==> src/design/cursor_line_editor_list_core_assert.svh <==
// assertion macros for the cursor line editor core
// no dependencies; included by the top level
`ifndef CURSOR_LINE_EDITOR_LIST_CORE_ASSERT_SVH
`define CURSOR_LINE_EDITOR_LIST_CORE_ASSERT_SVH

// same-cycle implication, disabled in reset
`define CLE_ASSERT_NOW(lbl, ck, rn, ante, cons) \
  lbl: assert property (@(posedge ck) disable iff (!rn) (ante) |-> (cons)) \
    else $error("cle check failed");

// next-cycle implication, disabled in reset
`define CLE_ASSERT_NEXT(lbl, ck, rn, ante, cons) \
  lbl: assert property (@(posedge ck) disable iff (!rn) (ante) |=> (cons)) \
    else $error("cle check failed");

`endif

==> src/design/cle_pkg.sv <==
// shared codes, widths and controller/datapath interface structs
// no dependencies
`default_nettype none

package cle_pkg;

  localparam int NODES_DEF = 1024;
  localparam int OP_W      = 3;
  localparam int CHAR_W    = 8;
  localparam int STAT_W    = 2;

  localparam logic [OP_W-1:0] OP_INSERT = 3'd0;
  localparam logic [OP_W-1:0] OP_LEFT   = 3'd1;
  localparam logic [OP_W-1:0] OP_RIGHT  = 3'd2;
  localparam logic [OP_W-1:0] OP_DELETE = 3'd3;
  localparam logic [OP_W-1:0] OP_REWIND = 3'd4;
  localparam logic [OP_W-1:0] OP_READ   = 3'd5;

  localparam logic [STAT_W-1:0] ST_DONE    = 2'd0;
  localparam logic [STAT_W-1:0] ST_IGNORED = 2'd1;
  localparam logic [STAT_W-1:0] ST_FULL    = 2'd2;

  // commands from the controller to the datapath
  typedef struct packed {
    logic              rd_prev;      // read prev link at cursor
    logic              rd_next;      // read next link
    logic              rd_from_read; // next link read at read pointer, not cursor
    logic              wr_new;       // fill new node: char, prev = cursor
    logic              wr_fwd;       // new node next = after, after prev = new node
    logic              wr_head;      // cursor next = new node, cursor moves, pool advances
    logic              cur_to_prev;
    logic              cur_to_next;
    logic              unlink;       // drop node left of cursor
    logic              read_clr;
    logic              read_adv;     // read pointer steps, fetch its char
    logic              emit;
    logic [STAT_W-1:0] status;
    logic              at_end;
    logic              take_char;
  } cle_cmd_t;

  // flags from the datapath to the controller
  typedef struct packed {
    logic cur_zero;
    logic pool_full;
    logic after_zero;
  } cle_stat_t;

endpackage

`default_nettype wire

==> src/design/cle_ctrl.sv <==
// command sequencer for the line editor
// depends on cle_pkg
`default_nettype none

module cle_ctrl (
  input  wire logic                       clk,
  input  wire logic                       rst_n,
  input  wire logic                       start,
  input  wire logic [cle_pkg::OP_W-1:0]   op,
  input  wire cle_pkg::cle_stat_t         stat,
  output cle_pkg::cle_cmd_t               cmd,
  output logic                            busy
);
  import cle_pkg::*;

  localparam logic [2:0] S_IDLE     = 3'd0;
  localparam logic [2:0] S_INS_LINK = 3'd1;
  localparam logic [2:0] S_INS_HEAD = 3'd2;
  localparam logic [2:0] S_MOVE_L   = 3'd3;
  localparam logic [2:0] S_MOVE_R   = 3'd4;
  localparam logic [2:0] S_DEL      = 3'd5;
  localparam logic [2:0] S_RD_LINK  = 3'd6;
  localparam logic [2:0] S_RD_CHAR  = 3'd7;

  logic [2:0] state_r, state_nxt;

  always_ff @(posedge clk) begin
    if (!rst_n) begin
      state_r <= S_IDLE;
    end else begin
      state_r <= state_nxt;
    end
  end

  assign busy = (state_r != S_IDLE);

  always_comb begin
    cmd       = '0;
    state_nxt = state_r;
    unique case (state_r)
      S_IDLE: begin
        if (start) begin
          unique case (op)
            OP_INSERT: begin
              if (stat.pool_full) begin
                cmd.emit   = 1'b1;
                cmd.status = ST_FULL;
              end else begin
                cmd.wr_new  = 1'b1;
                cmd.rd_next = 1'b1;
                state_nxt   = S_INS_LINK;
              end
            end
            OP_LEFT: begin
              if (stat.cur_zero) begin
                cmd.emit   = 1'b1;
                cmd.status = ST_IGNORED;
              end else begin
                cmd.rd_prev = 1'b1;
                state_nxt   = S_MOVE_L;
              end
            end
            OP_RIGHT: begin
              cmd.rd_next = 1'b1;
              state_nxt   = S_MOVE_R;
            end
            OP_DELETE: begin
              if (stat.cur_zero) begin
                cmd.emit   = 1'b1;
                cmd.status = ST_IGNORED;
              end else begin
                cmd.rd_prev = 1'b1;
                cmd.rd_next = 1'b1;
                state_nxt   = S_DEL;
              end
            end
            OP_REWIND: begin
              cmd.read_clr = 1'b1;
              cmd.emit     = 1'b1;
              cmd.status   = ST_DONE;
            end
            OP_READ: begin
              cmd.rd_next      = 1'b1;
              cmd.rd_from_read = 1'b1;
              state_nxt        = S_RD_LINK;
            end
            default: begin
              cmd.emit   = 1'b1;
              cmd.status = ST_IGNORED;
            end
          endcase
        end
      end
      S_INS_LINK: begin
        cmd.wr_fwd = 1'b1;
        state_nxt  = S_INS_HEAD;
      end
      S_INS_HEAD: begin
        cmd.wr_head = 1'b1;
        cmd.emit    = 1'b1;
        cmd.status  = ST_DONE;
        state_nxt   = S_IDLE;
      end
      S_MOVE_L: begin
        cmd.cur_to_prev = 1'b1;
        cmd.emit        = 1'b1;
        cmd.status      = ST_DONE;
        state_nxt       = S_IDLE;
      end
      S_MOVE_R: begin
        cmd.emit = 1'b1;
        if (stat.after_zero) begin
          cmd.status = ST_IGNORED;
        end else begin
          cmd.cur_to_next = 1'b1;
          cmd.status      = ST_DONE;
        end
        state_nxt = S_IDLE;
      end
      S_DEL: begin
        cmd.unlink = 1'b1;
        cmd.emit   = 1'b1;
        cmd.status = ST_DONE;
        state_nxt  = S_IDLE;
      end
      S_RD_LINK: begin
        if (stat.after_zero) begin
          cmd.emit   = 1'b1;
          cmd.status = ST_IGNORED;
          cmd.at_end = 1'b1;
          state_nxt  = S_IDLE;
        end else begin
          cmd.read_adv = 1'b1;
          state_nxt    = S_RD_CHAR;
        end
      end
      S_RD_CHAR: begin
        cmd.emit      = 1'b1;
        cmd.status    = ST_DONE;
        cmd.take_char = 1'b1;
        state_nxt     = S_IDLE;
      end
      default: begin
        state_nxt = S_IDLE;
      end
    endcase
  end

endmodule

`default_nettype wire

==> config.mk <==
export PLATFORM = sky130hd
export DESIGN_NAME = cle_ctrl
export DESIGN_NICKNAME = d
export VERILOG_FILES = /design/src/design/cursor_line_editor_list_core_assert.svh /design/src/design/cle_pkg.sv /design/src/design/cle_ctrl.sv
export SDC_FILE = /design/constraint.sdc
export NUM_CORES = 1
export LEC_CHECK = 0
export BUFFER_PORTS_ARGS = -buffer_cell sky130_fd_sc_hd__buf_2
export CELL_PAD_IN_SITES_DETAIL_PLACEMENT = 1
export CELL_PAD_IN_SITES_GLOBAL_PLACEMENT = 2
export CORE_MARGIN = 3
export CORE_UTILIZATION = 21
export DETAILED_ROUTE_END_ITERATION = 8
export PLACE_DENSITY = 0.79
export SETUP_SLACK_MARGIN = 0.2
export SYNTH_ARGS = -nofsm -noshare
export SYNTH_HDL_FRONTEND = slang
export SYNTH_SLANG_ARGS = --single-unit
==> constraint.sdc <==
create_clock -name clk -period 2.75 [get_ports clk]
set_clock_uncertainty 0.2 [all_clocks]
set_input_delay 0 -clock clk [delete_from_list [all_inputs] [get_ports clk]]
set_output_delay 0 -clock clk [all_outputs]
set_load 0.02 [all_outputs]
=== Word-level counts from Yosys, hierarchy flattened ===
Index checks and enable logic that the tools add are counted.

* Register bits after elaboration: 3
* Logic and storage cells: 61
* Output and inout port bits: 17
* Input port bits: 9

* Equality and inequality tests: 17
* Reduce and logical (&&, ||, !) cells: 8
* Multiplexer cells: 35

{| class="wikitable"
|+ Operators by type and width
! operator !! count
|-
| $pmux 3 s4 || 3
|-
| $mux 3 || 8
|-
| $eq 3x3->1 const B || 6
|-
| $mux 1 || 17
|-
| $pmux 3 s5 || 1
|-
| $eq 3x2->1 const B || 4
|-
| $mux 4 || 3
|-
| $ne 3x3->1 const B || 3
|-
| $eq 3x1->1 const B || 2
|-
| $logic_not 3->1 || 2
|-
| $ne 6x1->1 const B || 1
|-
| $reduce_and 5->1 || 1
|-
| $reduce_or 5->1 || 1
|-
| $reduce_or 2->1 || 2
|-
| $reduce_or 4->1 || 1
|-
| $pmux 1 s3 || 1
|-
| $reduce_bool 3->1 || 1
|-
| $mux 2 || 1
|-
| $ne 2x2->1 const B || 1
|-
| $pmux 1 s2 || 1
|}

=== Logic depth before layout (Yosys ltp) ===
Gate-level depths: netlist of run 1.

* Depth after elaboration: 5
* Depth in mapped cells: 5
* Depth with buffers taken out: 4

=== Worst setup path after synthesis of run 1 ===
No wires, ideal clock.

* Path kind: reg-to-output
* From: register state_r[0]
* To: output port cmd[12] in the netlist's numbering
* Path slack: 1.179 ns
* Path buffers: 1
* Required time: 2.550 ns
* Stages on the path, launching flop included: 6
* Arrival time: 1.371 ns
* Path through: dfxtp_1 buf_2 nor3_2 nand2_2 nor2_1 nor4b_2

{| class="wikitable"
|+ RTL lines
! what !! line !! source
|-
| start: declaration || cle_ctrl.sv:25 || <nowiki>logic [2:0] state_r, state_nxt;</nowiki>
|-
| start signal: assignment || cle_ctrl.sv:31 || <nowiki>state_r <= state_nxt;</nowiki>
|-
| end: declaration || cle_ctrl.sv:11 || <nowiki>output cle_pkg::cle_cmd_t cmd,</nowiki>
|}

==> results of run 1 <==
==> path summary, 6_finish.rpt <==
path | start | endpoint | slack, ns | depth (start not counted)
min | start | state_r[1] | 0.06 | 5
max | state_r[1] | cmd[12] | 0.92 | 5
max reg2reg | state_r[1] | state_r[2] | 1.40 | 4
min reg2reg | state_r[1] | state_r[1] | 0.54 | 3
==> critical path, stage by stage (launching register included) <==
cell	delay (ns)
dfxtp_1	0.36
nor3_2	0.31
nand2_2	0.18
nor2_1	0.14
nor4b_2	0.21
buf_2	0.20
==> repair_timing <==
action,in CTS,in global routing
endpoints found under the setup margin,0,0
hold endpoints to repair,3,0
hold buffers,1,0
==> layout make-up <==
| class | count | share of cell area |
|---|---|---|
| Multi-Input combinational cell | 45 | 0.543 |
| Clock buffer | 4 | 0.0455 |
| Tap cell | 25 | 0.0541 |
| Inverter | 3 | 0.0195 |
| Timing Repair Buffer | 26 | 0.234 |
| Sequential cell | 3 | 0.104 |
==> cell usage in the layout, fill, tap and decap left out, types with 2 or more instances in the layout <==
master,n
clkbuf_4,3
buf_2,25
nand2b_1,5
nand2_1,3
and3_1,2
dfxtp_1,3
o22ai_1,3
nor2_1,10
inv_1,3
nor4b_2,4
a21oi_1,4
==> layer usage <==
| metal | vias to the layer above | GRT usage | wire length [um] |
|---|---|---|---|
| li1 | 247 | - | - |
| met2 | 15 | 0.174 | 588 |
| met3 | 2 | 0.0181 | 78 |
| met5 | - | 0 | 0 |
| met4 | 0 | 0.0276 | 13 |
| met1 | 224 | 0.142 | 560 |
==> where the power goes <==
group          internal, mW  leakage (nW)  switching, mW
clock network        0.0545        0.0150         0.0254
logic                0.0396         0.238         0.0641
registers            0.0478        0.0245        0.00787
==> cell families (layout without fill, tap and decap cells) <==
family	count (synthesis)	after routing	synth area share
and+or+nand+nor	33	33	0.547
AOI/OAI and AO/OA	12	12	0.233
buffers and inverters	6	33	0.0714
DFF	3	3	0.149
==> impl_metrics.toml, run 1 <==
[outcome]
status = "complete, no violations"

[yosys]
synth_edf_count = 0
yosysSeqAreaShare = 0.149
async_flop_share = 0
synth_common_cells = "nor2_1, nand2b_1, a21oi_1, nor4b_2"
synth.most_common_cell = "nor2_1"
post_synth.cell_area_avg_sq_um = 7.46
synth_area_leaders = "dfxtp_1, nor4b_2, nor2_1"
syn_nets = 63
synth_area_sq_um = 403
postSynthCellCount = 54
yosysWarnings = 0
ys_seq_elements = 3
synth_top_area_share = 0.149
ys.flop_type = "dfxtp_1"
synth_top_area_cell = "dfxtp_1"
ys_types = 25

[finish]
seq_area_sq_um = 60.1
largest_reg_flops = 3
area_growth_syn_to_layout_pct = 43.5
top_register = "state_r"
largestRegisters = "state_r x3"
final_core_util = 0.328
stdcell_area_sq_um = 578
fillers = 252
final-instance-count-excl-fill = 106
multi_input_comb_area_sq_um = 314
layout.nets = 91
drive_gt1_frac = 0.457
diodes = 0

[power_and_ir_drop]
fin_total_pwr_mw = 0.239
cellPowerDensity_mw_per_mm2 = 414
p_leak_nw = 0.277
max-vdd-ir-drop_mv = 0.203

[critical_path]
worstPathArrival_ns = 1.63
crit_required_ns = 2.55
path_class = "reg -> out"
endpoint_kind = "output port"
startpoint_type = "flop"
critPathMaxFanout = 7

[global_routing]
grt_pass1_vias = 473
grt_antenna_before_repair = 0
globalRouteTotalUtil = 0.106
grt_max_degree = 14
gr-total-overflow = 0
grt_pass1_wl_um = 2130

[sta]
setup_viol = 0
fin_ws_ns = 0.920
layout_min_cycle_time_ns = 1.83
final.setup.tns_ns = 0
tightest_slew_ns = 0.483
slew_headroom = 0.677
rsz0062_at_grt = "false"
hold_viol = 0
holdWs_ns = 0.0630
fin_crit_sh = 0.666
fmax_mhz = 546
drv_slew = 0

[floorplan]
die_h_um = 49.8
die_x_um = 49.8
rows = 15
initial_core_util = 0.228
num_io_pins = 26
dieArea_sq_mm = 0.00248
core_sq_mm = 0.00176

[detailed_routing]
dr.pass1.iters = 4
detail_route.vias_per_cell = 4.60
first_iter_violations = 3
postRouteAntennaNets = 0
drt-total-wl_um = 1240
wl_per_cell_um = 11.7
vias = 488
drc = 0

[placed_design]
place_congestion = 0.674
dpl.cell_count = 101
post-place-ws_ns = 1.13
io_buffers = 25
dp_hpwl_um = 951
placed_area_sq_um = 542

[clocking]
cts_resized = 0
h-tree-depth = 1
cts_buffer_depth = 2
cts-root-buf = "clkbuf_4"
clk_pin_slew_ns = 0.04
clock_sinks = 3
cts_tree = "yes"
cts_buffers = 3
postCtsSetupRepairBufs = 0
clkLatencyLatePin_ns = 0.24

[job]
drv_cap = 0

[min_path]
hold_path.class = "in -> reg"
No activity file was read; power rests on OpenSTA's default activity.
==> inputs of run 2 (changes only) <==
--- a/config.mk
+++ b/config.mk
@@ -9,9 +9,9 @@
 export CELL_PAD_IN_SITES_DETAIL_PLACEMENT = 1
 export CELL_PAD_IN_SITES_GLOBAL_PLACEMENT = 2
 export CORE_MARGIN = 3
-export CORE_UTILIZATION = 21
+export CORE_UTILIZATION = 19
 export DETAILED_ROUTE_END_ITERATION = 8
-export PLACE_DENSITY = 0.79
+export PLACE_DENSITY = 0.73
 export SETUP_SLACK_MARGIN = 0.2
 export SYNTH_ARGS = -nofsm -noshare
 export SYNTH_HDL_FRONTEND = slang
==> constraint.sdc (replaced) <==
create_clock -name clk -period 1.7 [get_ports clk]
set_clock_uncertainty 0.2 [all_clocks]
set_input_delay 0 -clock clk [delete_from_list [all_inputs] [get_ports clk]]
set_output_delay 0 -clock clk [all_outputs]
set_load 0.02 [all_outputs]
==> run 2 against run 1 <==
  * Final area is 31% higher
  * Worst setup slack worse by 0.81 ns
  * Non-clock buffer count is 8 higher
  * Global-route usage is 1.9 points higher
  * Register-to-register slack worse by 1.1 ns
  * Sequential power is 55% higher
  * Die area is 9.2% higher
  * Highest routed layer unchanged
==> impl_metrics.toml, run 2 (same netlist as run 1, synthesis figures left out) <==
[finish]
stdcell_area_sq_um = 757
layout_commonest_cell = "buf_2"
largestRegisters = "state_r x3"
layout.nets = 99
largest_reg_flops = 3
layout_common_cells = "buf_2, buf_4, nor2_1"
final-instance-count-excl-fill = 116
diodes = 0
fillers = 252
seq_area_sq_um = 68.8
top_register = "state_r"
drive_gt1_frac = 0.607
multi_input_comb_area_sq_um = 385
area_growth_syn_to_layout_pct = 87.9

[sta]
hold_viol = 0
drv_slew = 0
holdWs_ns = 0.0642
layout_min_cycle_time_ns = 1.59
tightest_slew_ns = 0.444
slew_headroom = 0.703
setup_viol = 0
rsz0062_at_grt = "true"
fmax_mhz = 628
final.setup.tns_ns = 0
fin_crit_sh = 0.937
fin_ws_ns = 0.108

[critical_path]
critPathMaxFanout = 5
ff2ff_path_depth = 6
path_class = "reg -> out"
startpoint_type = "flop"
crit_required_ns = 1.50
worstPathArrival_ns = 1.39
endpoint_kind = "output port"

[floorplan]
die_h_um = 52.1
initial_core_util = 0.203
core_sq_mm = 0.00198
dieArea_sq_mm = 0.00271
die_x_um = 52.1
num_io_pins = 26
rows = 16

[global_routing]
globalRouteTotalUtil = 0.125
grt_pass1_vias = 555
grt_antenna_before_repair = 0
grt_pass1_wl_um = 2430
grt_max_degree = 13
gr-total-overflow = 0

[placed_design]
dpl.cell_count = 105
place_congestion = 0.734
post-place-ws_ns = 0.202
io_buffers = 25
placed_area_sq_um = 571

[detailed_routing]
detail_route.vias_per_cell = 4.53
first_iter_violations = 0
vias = 525
drc = 0
wl_per_cell_um = 12.7
drt-total-wl_um = 1480
dr.pass1.iters = 1
postRouteAntennaNets = 0

[min_path]
min_path_cells = 5
hold_path.class = "in -> reg"

[clocking]
cts_buffers = 3
h-tree-depth = 1
cts-root-buf = "clkbuf_4"
clock_sinks = 3
cts_buffer_depth = 2
clk_pin_slew_ns = 0.04
clkLatencyLatePin_ns = 0.24
cts_tree = "yes"

[power_and_ir_drop]
cellPowerDensity_mw_per_mm2 = 633
max-vdd-ir-drop_mv = 0.320
p_leak_nw = 0.338

[job]
drv_cap = 0

[outcome]
status = "complete, no violations"
[run 2: final cells by class]
type | instances | share of cell area
Multi-Input combinational cell | 45 | 0.509
Timing Repair Buffer | 34 | 0.306
Inverter | 3 | 0.0149
Tap cell | 27 | 0.0446
Sequential cell | 3 | 0.0909
Clock buffer | 4 | 0.0347
[run 2: timing repair]
action                                  4_1_cts  5_1_grt
gates cloned                                  0        0
endpoints found under the setup margin        9        9
pin swaps                                     3        6
hold buffers                                  1        0
buffers inserted                              3        3
gates resized for setup                      14       14
hold endpoints to repair                      3        0
[run 2: where the power goes]
part	internal, mW	total, mW	leakage (nW)	switching (mW)
Combinational	0.119	0.259	0.297	0.140
Sequential	0.0781	0.0865	0.0264	0.00846
Clock	0.0884	0.133	0.0150	0.0446
[run 2: through the flow]
| step | util | total power, mW |
|---|---|---|
| 5_1_grt | 0.382 | 0.519 |
| 3_3_place_gp | 0.288 | 0.271 |
| 4_1_cts | 0.338 | 0.439 |
| 6_report | 0.382 | 0.479 |
| 2_1_floorplan | - | 0.211 |
| 3_5_place_dp | 0.288 | 0.273 |
[run 2: path summary, 6_finish.rpt]
path / to / slack (ns) / startpoint
setup / recovery: cmd[12] / 0.11 / state_r[0]
hold / removal: state_r[2] / 0.06 / start
setup reg to reg: state_r[1] / 0.27 / state_r[0]
hold reg to reg: state_r[2] / 0.53 / state_r[0]
[run 2: worst max-delay path, cell delays in order (launching register included)]
cell and delay [ns]:
dfxtp_4 0.34, nor3_4 0.24, nand2_4 0.11, nor2_4 0.10, nor4b_4 0.18, buf_4 0.17
[run 2: metal layers]
layer / global-route usage / up-vias / part of all wire
met5: 0 / - / 0
met3: 0.0544 / 2 / 0.071
met2: 0.209 / 24 / 0.51
li1: - / 262 / -
met4: 0.0524 / 0 / 0.0054
met1: 0.135 / 237 / 0.41
==> inputs of run 3 (changes only) <==
--- a/config.mk
+++ b/config.mk
@@ -6,13 +6,14 @@
 export NUM_CORES = 1
 export LEC_CHECK = 0
 export BUFFER_PORTS_ARGS = -buffer_cell sky130_fd_sc_hd__buf_2
+export CAP_MARGIN = 40
 export CELL_PAD_IN_SITES_DETAIL_PLACEMENT = 1
 export CELL_PAD_IN_SITES_GLOBAL_PLACEMENT = 2
 export CORE_MARGIN = 3
 export CORE_UTILIZATION = 19
 export DETAILED_ROUTE_END_ITERATION = 8
 export PLACE_DENSITY = 0.73
-export SETUP_SLACK_MARGIN = 0.2
+export SETUP_SLACK_MARGIN = 0.4
 export SYNTH_ARGS = -nofsm -noshare
 export SYNTH_HDL_FRONTEND = slang
 export SYNTH_SLANG_ARGS = --single-unit
==> run 3 against run 2 <==
  * Total power up 18%
  * Maximum frequency down 2.3%
  * Routed wire length rose by 25%
  * Critical path depth stayed put
  * Register-to-register slack got worse by 0.03 ns
  * Flip-flop and latch count did not move
  * Core utilization rose by 12 points
  * Die area unchanged
  * Sequential power rose by 8.1%
  * Sequential share of layout area is 1.9 points lower
  * First-iteration DRC count up 2
==> impl_metrics.toml, run 3 (same netlist as run 1, synthesis figures left out) <==
[detailed_routing]
first_iter_violations = 2
drt-total-wl_um = 1840
wl_per_cell_um = 15.1
dr.pass1.iters = 2
postRouteAntennaNets = 0
vias = 563
detail_route.vias_per_cell = 4.61
drc = 0

[clocking]
h-tree-depth = 1
clk_pin_slew_ns = 0.04
clkLatencyLatePin_ns = 0.23
cts_tree = "yes"
clock_sinks = 3
cts_buffers = 3
cts-root-buf = "clkbuf_4"
cts_buffer_depth = 2

[outcome]
status = "complete, no violations"

[sta]
slew_headroom = 0.674
holdWs_ns = 0.0830
fin_crit_sh = 0.958
rsz0062_at_grt = "true"
tightest_slew_ns = 0.488
hold_viol = 0
final.setup.tns_ns = 0
drv_slew = 0
fmax_mhz = 614
layout_min_cycle_time_ns = 1.63
setup_viol = 0

[finish]
final_core_util = 0.501
drive_gt1_frac = 0.768
largest_reg_flops = 3
largestRegisters = "state_r x3"
layout.nets = 105
final-instance-count-excl-fill = 122
top_register = "state_r"
fillers = 230
area_growth_syn_to_layout_pct = 147
layout_commonest_cell = "buf_6"
diodes = 0
layout_common_cells = "buf_6, buf_4, buf_2"

[critical_path]
timing.critical_path.buf_inv = 1
slowest_stage = "dfxtp_4"
startpoint_type = "flop"
worstPathArrival_ns = 1.43
path_class = "reg -> out"
crit_chain = "nor3_4 -> nand2_4 -> nor2_4 -> nor4b_4 -> buf_4"
critPathTopFamily = "simple AND/OR/NAND/NOR gates"
crit_required_ns = 1.50
endpoint_kind = "output port"
critPathMaxFanout = 7
critPathMaxStageDelay_ns = 0.34

[job]
drv_cap = 0

[floorplan]
num_io_pins = 26
rows = 16
die_x_um = 52.1
core_sq_mm = 0.00198
dieArea_sq_mm = 0.00271
die_h_um = 52.1
initial_core_util = 0.203

[placed_design]
place_congestion = 0.693
dp_hpwl_um = 1100
dpl.cell_count = 104
io_buffers = 25

[power_and_ir_drop]
p_comb_frac = 0.612
seqPwrFrac = 0.165
cellPowerDensity_mw_per_mm2 = 570
switching_share = 0.401
max-vdd-ir-drop_mv = 0.259
pwr-share-clk = 0.223
p_switching_mw = 0.227
fin_total_pwr_mw = 0.567
p_leak_nw = 0.409
p_int_mw = 0.340

[global_routing]
grt_antenna_before_repair = 0
grt_pass1_wl_um = 2820
globalRouteTotalUtil = 0.141
gr-total-overflow = 0
grt_pass1_vias = 613
grt_max_degree = 13

[min_path]
hold_path.class = "in -> reg"
==> run 3: cell count changes in the layout (fill, tap and decap cells not counted), sizes merged <==
cell | previous run | this run
buf | 33 | 39
==> run 3: what timing repair did <==
action                                  CTS  global route
endpoints found under the setup margin   17            20
hold endpoints to repair                  3             0
pin swaps                                 8             7
hold buffers                              1             0
resized for setup                        34            34
buffers inserted                         10             3
==> run 3: area by class of cell <==
type                    instances  area, sq um  area share
multi-input cells              45          487       0.490
repair buffers                 40          362       0.364
flip-flops and latches          3         71.3      0.0718
well taps                      27         33.8      0.0340
clock buffers                   4         26.3      0.0264
inverters                       3         13.8      0.0139
==> run 3: path summary, 6_finish.rpt <==
path / endpoint / cells after the start / slack, ns / start
setup / recovery: cmd[12] / 5 / 0.07 / state_r[1]
hold / removal: state_r[1] / 5 / 0.08 / start
setup reg to reg: state_r[0] / 8 / 0.24 / state_r[1]
hold reg to reg: state_r[1] / 3 / 0.56 / state_r[0]
==> run 3: power by group through the flow <==
stage	sequential [mW]	clock [mW]	combinational (mW)
floorplan	0.0866	0	0.149
global placement	0.0938	0	0.191
detailed placement	0.0941	0	0.194
CTS	0.0890	0.133	0.304
global route	0.0950	0.140	0.370
finish	0.0935	0.126	0.347
==> run 3: routing by layer <==
layer	GRT usage	part of all wire
met5	0	0
met4	0.0524	0
met3	0.0315	0.065
met2	0.268	0.58
met1	0.149	0.35
==> run 3: through the flow <==
step	cell area [sq um]	setup WS [ns]
6_report	993	0.0706
5_1_grt	993	-0.0155
4_1_cts	840	0.0405
3_5_place_dp	611	0.206
3_3_place_gp	611	0.244
2_1_floorplan	468	0.341
==> run 3: worst reg2reg max path, cell delays in order (launching register included) <==
cell and delay [ns]:
dfxtp_4 0.34, buf_4 0.13, buf_8 0.13, nand2b_4 0.09, nor2_4 0.06, buf_6 0.11, buf_6 0.11, a31oi_4 0.12
nor2_1 0.06
